**src/rtl/rlb_pkg.sv**
```systemverilog
// ----------------------------------------------------------------------------
// rlb_pkg
// Types, constants and channel arithmetic shared by the line blur modules.
// ----------------------------------------------------------------------------
`default_nettype none

package rlb_pkg;

  localparam int unsigned CH_W          = 8;
  localparam logic [7:0]  CH_MAX        = 8'd255;
  localparam int unsigned QUEUE_DEPTH_D = 4;

  typedef struct packed {
    logic [7:0] red_in;
    logic [7:0] green_in;
    logic [7:0] blue_in;
    logic       line_end;
  } pix_in_t;

  typedef struct packed {
    logic [7:0] red_out;
    logic [7:0] green_out;
    logic [7:0] blue_out;
    logic       line_done;
  } pix_out_t;

  typedef struct packed {
    logic [7:0] r;
    logic [7:0] g;
    logic [7:0] b;
  } rgb_t;

  // one classified pixel travelling from front to back
  typedef struct packed {
    rgb_t seep_part;
    rgb_t keep_part;
    logic line_end;
  } mid_item_t;

  typedef struct packed {
    logic empty;
    logic full;
  } q_status_t;

  // (v * (s + 1)) >> 8, never above 255
  function automatic logic [7:0] scale_ch(input logic [7:0] v, input logic [7:0] s);
    logic [16:0] prod;
    prod = {9'd0, v} * ({9'd0, s} + 17'd1);
    return prod[15:8];
  endfunction

  function automatic logic [7:0] sat_add(input logic [7:0] a, input logic [7:0] b);
    logic [8:0] sum;
    sum = {1'b0, a} + {1'b0, b};
    return sum[8] ? CH_MAX : sum[7:0];
  endfunction

  function automatic rgb_t scale_px(input rgb_t p, input logic [7:0] s);
    rgb_t q;
    q.r = scale_ch(p.r, s);
    q.g = scale_ch(p.g, s);
    q.b = scale_ch(p.b, s);
    return q;
  endfunction

  function automatic rgb_t sat_add_px(input rgb_t a, input rgb_t b);
    rgb_t q;
    q.r = sat_add(a.r, b.r);
    q.g = sat_add(a.g, b.g);
    q.b = sat_add(a.b, b.b);
    return q;
  endfunction

endpackage

`default_nettype wire

```
**src/rtl/rlb_fifo.sv**
```systemverilog
// ----------------------------------------------------------------------------
// rlb_fifo
// Small first-word-fall-through queue, one write and one read per cycle.
// ----------------------------------------------------------------------------
`default_nettype none

module rlb_fifo #(
  parameter int unsigned WIDTH = 8,
  parameter int unsigned DEPTH = 4
) (
  input  wire logic             clk,
  input  wire logic             rst,
  input  wire logic             wr,
  input  wire logic [WIDTH-1:0] wr_data,
  input  wire logic             rd,
  output logic      [WIDTH-1:0] rd_data,
  output rlb_pkg::q_status_t    status
);
  import rlb_pkg::*;

  localparam int unsigned AW = (DEPTH > 1) ? $clog2(DEPTH) : 1;
  localparam int unsigned CW = $clog2(DEPTH + 1);

  logic [WIDTH-1:0] mem [DEPTH];
  logic [AW-1:0]    wr_ptr;
  logic [AW-1:0]    rd_ptr;
  logic [CW-1:0]    count;

  // DEPTH must be a power of two to let the pointers wrap; this is not enforced
  always_ff @(posedge clk) begin
    if (wr) begin
      mem[wr_ptr] <= wr_data;
    end
  end

  always_ff @(posedge clk) begin
    if (rst) begin
      wr_ptr <= '0;
      rd_ptr <= '0;
      count  <= '0;
    end else begin
      if (wr) begin
        wr_ptr <= wr_ptr + AW'(1);
      end
      if (rd) begin
        rd_ptr <= rd_ptr + AW'(1);
      end
      case ({wr, rd})
        2'b10:   count <= count + CW'(1);
        2'b01:   count <= count - CW'(1);
        default: count <= count;
      endcase
    end
  end

  assign rd_data      = mem[rd_ptr];
  assign status.empty = (count == '0);
  assign status.full  = (count == CW'(DEPTH));

endmodule

`default_nettype wire

```
**src/rtl/rlb_front.sv**
```systemverilog
// ----------------------------------------------------------------------------
// rlb_front
// Takes pixels in and splits each channel into its seep and keep parts.
// ----------------------------------------------------------------------------
`default_nettype none

module rlb_front (
  input  wire logic               clk,
  input  wire logic               rst,
  input  wire logic [7:0]         spread,
  input  wire logic               push,
  output logic                    full,
  input  wire rlb_pkg::pix_in_t   pixel,
  input  wire rlb_pkg::q_status_t mid_status,
  output logic                    mid_wr,
  output rlb_pkg::mid_item_t      mid_data
);
  import rlb_pkg::*;

  logic       stage_valid;
  mid_item_t  stage;
  mid_item_t  stage_next;
  logic       load;
  logic [7:0] keep;
  logic [7:0] seep;
  rgb_t       px;

  assign keep = CH_MAX - spread;
  assign seep = {1'b0, spread[7:1]};

  assign px.r = pixel.red_in;
  assign px.g = pixel.green_in;
  assign px.b = pixel.blue_in;

  always_comb begin
    stage_next.seep_part = scale_px(px, seep);
    stage_next.keep_part = scale_px(px, keep);
    stage_next.line_end  = pixel.line_end;
  end

  assign mid_wr = stage_valid && !mid_status.full;
  assign load   = !stage_valid || !mid_status.full;
  assign full   = !load;

  always_ff @(posedge clk) begin
    if (rst) begin
      stage_valid <= 1'b0;
    end else if (load) begin
      stage_valid <= push;
    end
  end

  always_ff @(posedge clk) begin
    if (load && push) begin
      stage <= stage_next;
    end
  end

  assign mid_data = stage;

endmodule

`default_nettype wire

```
**src/rtl/rlb_back.sv**
```systemverilog
// ----------------------------------------------------------------------------
// rlb_back
// Holds line state and finishes pixels, one result a cycle when not stalled.
// ----------------------------------------------------------------------------
`default_nettype none

module rlb_back (
  input  wire logic               clk,
  input  wire logic               rst,
  input  wire rlb_pkg::q_status_t mid_status,
  input  wire rlb_pkg::mid_item_t mid_data,
  output logic                    mid_rd,
  input  wire rlb_pkg::q_status_t out_status,
  output logic                    out_wr,
  output rlb_pkg::pix_out_t       out_data
);
  import rlb_pkg::*;

  rgb_t pending;
  rgb_t carry;
  logic have_pending;
  logic second;
  rgb_t cur;
  rgb_t fin;
  logic go;
  logic emit_prev;

  assign cur       = sat_add_px(mid_data.keep_part, carry);
  assign fin       = sat_add_px(pending, mid_data.seep_part);
  assign go        = !mid_status.empty && !out_status.full;
  assign emit_prev = have_pending && !second;

  // a line end after other pixels gives two results, so it is read only with the second
  assign mid_rd = go && !(emit_prev && mid_data.line_end);
  assign out_wr = go && (emit_prev || mid_data.line_end);

  always_comb begin
    if (emit_prev) begin
      out_data.red_out   = fin.r;
      out_data.green_out = fin.g;
      out_data.blue_out  = fin.b;
      out_data.line_done = 1'b0;
    end else begin
      out_data.red_out   = cur.r;
      out_data.green_out = cur.g;
      out_data.blue_out  = cur.b;
      out_data.line_done = 1'b1;
    end
  end

  always_ff @(posedge clk) begin
    if (rst) begin
      pending      <= '0;
      carry        <= '0;
      have_pending <= 1'b0;
      second       <= 1'b0;
    end else if (mid_rd) begin
      second <= 1'b0;
      if (mid_data.line_end) begin
        pending      <= '0;
        carry        <= '0;
        have_pending <= 1'b0;
      end else begin
        pending      <= cur;
        carry        <= mid_data.seep_part;
        have_pending <= 1'b1;
      end
    end else if (go) begin
      second <= 1'b1;
    end
  end

endmodule

`default_nettype wire

```
**src/rtl/rgb_line_blur_core.sv**
```systemverilog
// ----------------------------------------------------------------------------
// rgb_line_blur_core
// Three-tap blur over a streamed line of RGB888 pixels, weighted by spread.
// ----------------------------------------------------------------------------
// Takes one pixel per clock and gives one result per clock unless a queue
// is full. The front stage scales each channel and registers the parts,
// which pass through a short queue to the back stage. That stage keeps the
// line state and writes results into the output queue. A last pixel that
// follows others on its line yields two results and holds the back stage
// until both are written. spread is written on the cfg channel
// (always ready) and must only change while no pixel is in flight.
`default_nettype none

module rgb_line_blur_core #(
  parameter int unsigned QUEUE_DEPTH = rlb_pkg::QUEUE_DEPTH_D
) (
  input  wire logic              clk,
  input  wire logic              rst,
  input  wire logic              push,
  output logic                   full,
  input  wire rlb_pkg::pix_in_t  pixel,
  output logic                   empty,
  input  wire logic              pop,
  output rlb_pkg::pix_out_t      result,
  input  wire logic              cfg_valid,
  output logic                   cfg_ready,
  input  wire logic [7:0]        cfg_data
);
  import rlb_pkg::*;

  logic      [7:0] spread;
  q_status_t       mid_status;
  q_status_t       out_status;
  logic            mid_wr;
  logic            mid_rd;
  mid_item_t       mid_wr_data;
  mid_item_t       mid_rd_data;
  logic            out_wr;
  pix_out_t        out_wr_data;

  assign cfg_ready = 1'b1;

  always_ff @(posedge clk) begin
    if (rst) begin
      spread <= '0;
    end else if (cfg_valid && cfg_ready) begin
      spread <= cfg_data;
    end
  end

  rlb_front u_front (
    .clk        (clk),
    .rst        (rst),
    .spread     (spread),
    .push       (push),
    .full       (full),
    .pixel      (pixel),
    .mid_status (mid_status),
    .mid_wr     (mid_wr),
    .mid_data   (mid_wr_data)
  );

  rlb_fifo #(
    .WIDTH($bits(mid_item_t)),
    .DEPTH(QUEUE_DEPTH)
  ) u_mid_q (
    .clk    (clk),
    .rst    (rst),
    .wr     (mid_wr),
    .wr_data(mid_wr_data),
    .rd     (mid_rd),
    .rd_data(mid_rd_data),
    .status (mid_status)
  );

  rlb_back u_back (
    .clk       (clk),
    .rst       (rst),
    .mid_status(mid_status),
    .mid_data  (mid_rd_data),
    .mid_rd    (mid_rd),
    .out_status(out_status),
    .out_wr    (out_wr),
    .out_data  (out_wr_data)
  );

  rlb_fifo #(
    .WIDTH($bits(pix_out_t)),
    .DEPTH(QUEUE_DEPTH)
  ) u_out_q (
    .clk    (clk),
    .rst    (rst),
    .wr     (out_wr),
    .wr_data(out_wr_data),
    .rd     (pop && !out_status.empty),
    .rd_data(result),
    .status (out_status)
  );

  assign empty = out_status.empty;

endmodule

`default_nettype wire

```
**config.mk**
```make
export PLATFORM = sky130hd
export DESIGN_NAME = rgb_line_blur_core
export DESIGN_NICKNAME = d
export VERILOG_FILES = /design/src/rtl/rlb_pkg.sv /design/src/rtl/rlb_fifo.sv /design/src/rtl/rlb_front.sv /design/src/rtl/rlb_back.sv /design/src/rtl/rgb_line_blur_core.sv
export SDC_FILE = /design/constraint.sdc
export NUM_CORES = 1
export LEC_CHECK = 0
export BUFFER_PORTS_ARGS = -buffer_cell sky130_fd_sc_hd__buf_2
export CORE_ASPECT_RATIO = 1.5
export CORE_MARGIN = 10
export CORE_UTILIZATION = 25
export CTS_CLUSTER_SIZE = 30
export DETAILED_ROUTE_END_ITERATION = 12
export PLACE_DENSITY_LB_ADDON = 0.05
export SYNTH_ARGS = -nofsm -noshare
export SYNTH_HDL_FRONTEND = slang
export SYNTH_HIERARCHICAL = 1
export SYNTH_SLANG_ARGS = --single-unit
```
**constraint.sdc**
```tcl
create_clock -name clk -period 6.7 [get_ports clk]
set_input_delay 0.335 -clock clk [delete_from_list [all_inputs] [get_ports clk]]
set_output_delay 0.335 -clock clk [all_outputs]
set_load 0.01 [all_outputs]
```
==> reports/qor.csv <==
metric,value,unit
status,"complete, no violations",
gr ovfl total,0,
Startpoint Class,flop,
fin crit period,5.88,ns
Critical Path Max Stage Delay,0.56,ns
total power draw,12.9,mW
clock slew at reported path FFs,0.07,ns
post-layout util,28.6,%
Worst Path Buf+Inv,4,
Total Routed Length,73100,µm
later-pin clock latency in the skew report,0.60,ns
Fin. Hold Viols,0,
chip height,439,µm
crit-path cells,buf_4 -> ha_1 -> nand3_1 -> xnor2_2 -> buf_4 -> and2_1 -> fa_1 -> fa_1 -> fa_1 -> inv_1 -> fa_1 -> inv_1 -> ha_1 -> and4_1 -> a21oi_1 -> o21ai_0 -> a31oi_1 -> a21oi_1 -> a21oi_1 -> xnor2_1,
endpoints failing setup,0,
Die Wd,299,µm
final setup skew,0.0336,ns
post-layout instance area,33100,µm²
H-tree depth,2,
Via Count,17300,
first-pass iteration count of the detailed router,5,
Antenna Violating Nets Remaining,0,
die area,131000,µm²
most frequent cell on the critical path,fa_1,
ys flop type,edfxtp_1,
Worst slew margin,33.6,%
post-synthesis sequential area ratio,40.7,%
Top delay family on crit path,adder cells,
setup TNS,0,ns
post-synth cell types,74,
DP HPWL,54000,µm
P_leak,13.8,nW
DRC violations left,0,
"EDFF count, synth",345,
PwrDens,391,nW/µm²
Layout area overhead,13.3,%
Crit Path Max Fanout,21,
GRT Total Usage,11.3,%
Final Hold Slack,0.180,ns
initial DRC count,584,
peak supply drop,154,µV
critical path's slowest cell,xnor2_2,
"Avg Cell Area, Syn",12.3,µm²
Root Buffer,clkbuf_16,
CTS Buf Count,48,
Max Slew Vio Count,0,
fin nets,2973,
TritonCTS clock tree,built,
hold crit path type,in2reg,
CTS Sinks,422,
Routed wire per std cell,18.1,µm
"count leader, synth",edfxtp_1,
initial antenna violation count,1,
multi-input logic area,15900,µm²
Post-DP Area,31400,µm²
Core Rows,153,
largest net degree at the start of global routing,51,
Least-Margin Pin Slew,0.995,ns
I/O Pins,66,
global placement routability congestion,0.760,
sequential standard cell area,11900,µm²
Worst Setup End Kind,flop,
fmax,170,MHz
register bit total from synthesis,422,
top-area cell type share of the netlist area,35.4,%
ys async rst share,0,%
core region area,116000,µm²
Syn Nets,2906,
YS warnings,6,
Post-Synthesis Cells,2379,
Worst EP arrival,6.22,ns
fin crit share,87.7,%
critical path class,reg2reg,
Starting Density,25.2,%
DR vias/cell,4.28,
vias in the first global route,19400,
clk buf depth,3,
I/O Buffers,64,
global-route wire length before repair,116000,µm
Fill cells,12000,
Synth area leader,edfxtp_1,
post-synthesis cell area,29300,µm²
Max Cap Viol,0,
layout cells sized above 1,11.1,%
"top cells by area, synth","edfxtp_1 (35%), fa_1 (16%), ha_1 (11%)",
most common library cells after synthesis,"edfxtp_1 (345), inv_1 (296), and2_1 (266), ha_1 (256), fa_1 (233)",
WP data required,7.04,ns
RSZ-0062 raised after global routing,false,
[layout make-up]
type	count	share of cell area, %
flip-flops and latches	422	35.9
diodes	1	0.00755
repair buffers	111	2.11
inverters	297	3.36
clock buffers	61	3.87
multi-input cells	1566	47.9
clock inverters	29	0.925
well taps	1550	5.85
[logic make-up after synthesis]
group,share of synthesized area (%)
multiplexers,6.17
flip-flops,40.7
adder cells (fa/ha/maj),26.9
AND/OR/NAND/NOR,11.3
other,0.0128
XOR/XNOR,3.11
AO/OA/AOI/OAI,6.39
buffers and inverters,5.41
[tightest hold or removal path, stage by stage]
cell     delay, ns
buf_2         0.19
mux2i_1       0.15
nor2_1        0.07
[where the power goes]
| group | internal (mW) | switching, mW |
|---|---|---|
| sequential | 3.88 | 0.362 |
| clock | 1.59 | 1.09 |
| combinational | 2.55 | 3.47 |
| total | 8.02 | 4.93 |
[sequential cells by signal, indices dropped and copies added (netlist names), 3 cells and up, named ones only]
name	flops
u_mid_q/mem	196
u_out_q/mem	100
u_front/mid_data	49
u_back/carry	24
u_back/pending	24
spread	8
u_mid_q/count	3
u_out_q/count	3
[what timing repair did]
item,4_1_cts,5_1_grt
endpoints found under the hold margin,10,0
hold buffers,10,0
buffers inserted,0,0
gates resized for setup,0,0
[per-layer routing]
layer	vias up	wire length [µm]	GRT usage (%)
met5	-	0	0
met4	0	1530	2.92
met3	75	1740	1.27
li1	8260	-	-
met1	8771	32300	13.8
met2	187	37600	20.8
[cells in the final DEF, fill, tap and decap left out, types with 53 or more instances in the layout]
cell / count
a21oi_1: 53
and2_1: 258
buf_2: 64
dfxtp_1: 73
edfxtp_1: 345
fa_1: 233
ha_1: 256
inv_1: 296
mux4_2: 67
nand2_1: 151
nor2_1: 69
xnor2_1: 56
[through the flow]
| stage | setup slack [ns] | cells |
|---|---|---|
| after floorplan | 0.909 | 2379 |
| after global placement | 0.904 | 3936 |
| after detailed placement | 0.782 | 3936 |
| after CTS | 0.758 | 4036 |
| after global routing | 0.339 | 4036 |
| final | 0.825 | 4037 |
[worst paths after layout]
kind	slack [ns]	from	cells after the start	endpoint
setup / recovery	0.82	spread[1]	20	u_front/mid_data[48]
hold / removal	0.18	cfg_valid	3	spread[2]
setup reg to reg	0.82	spread[1]	20	u_front/mid_data[48]
hold reg to reg	0.44	u_back/pending[11]	2	u_back/pending[11]
(Power assumes the default switching activity.)
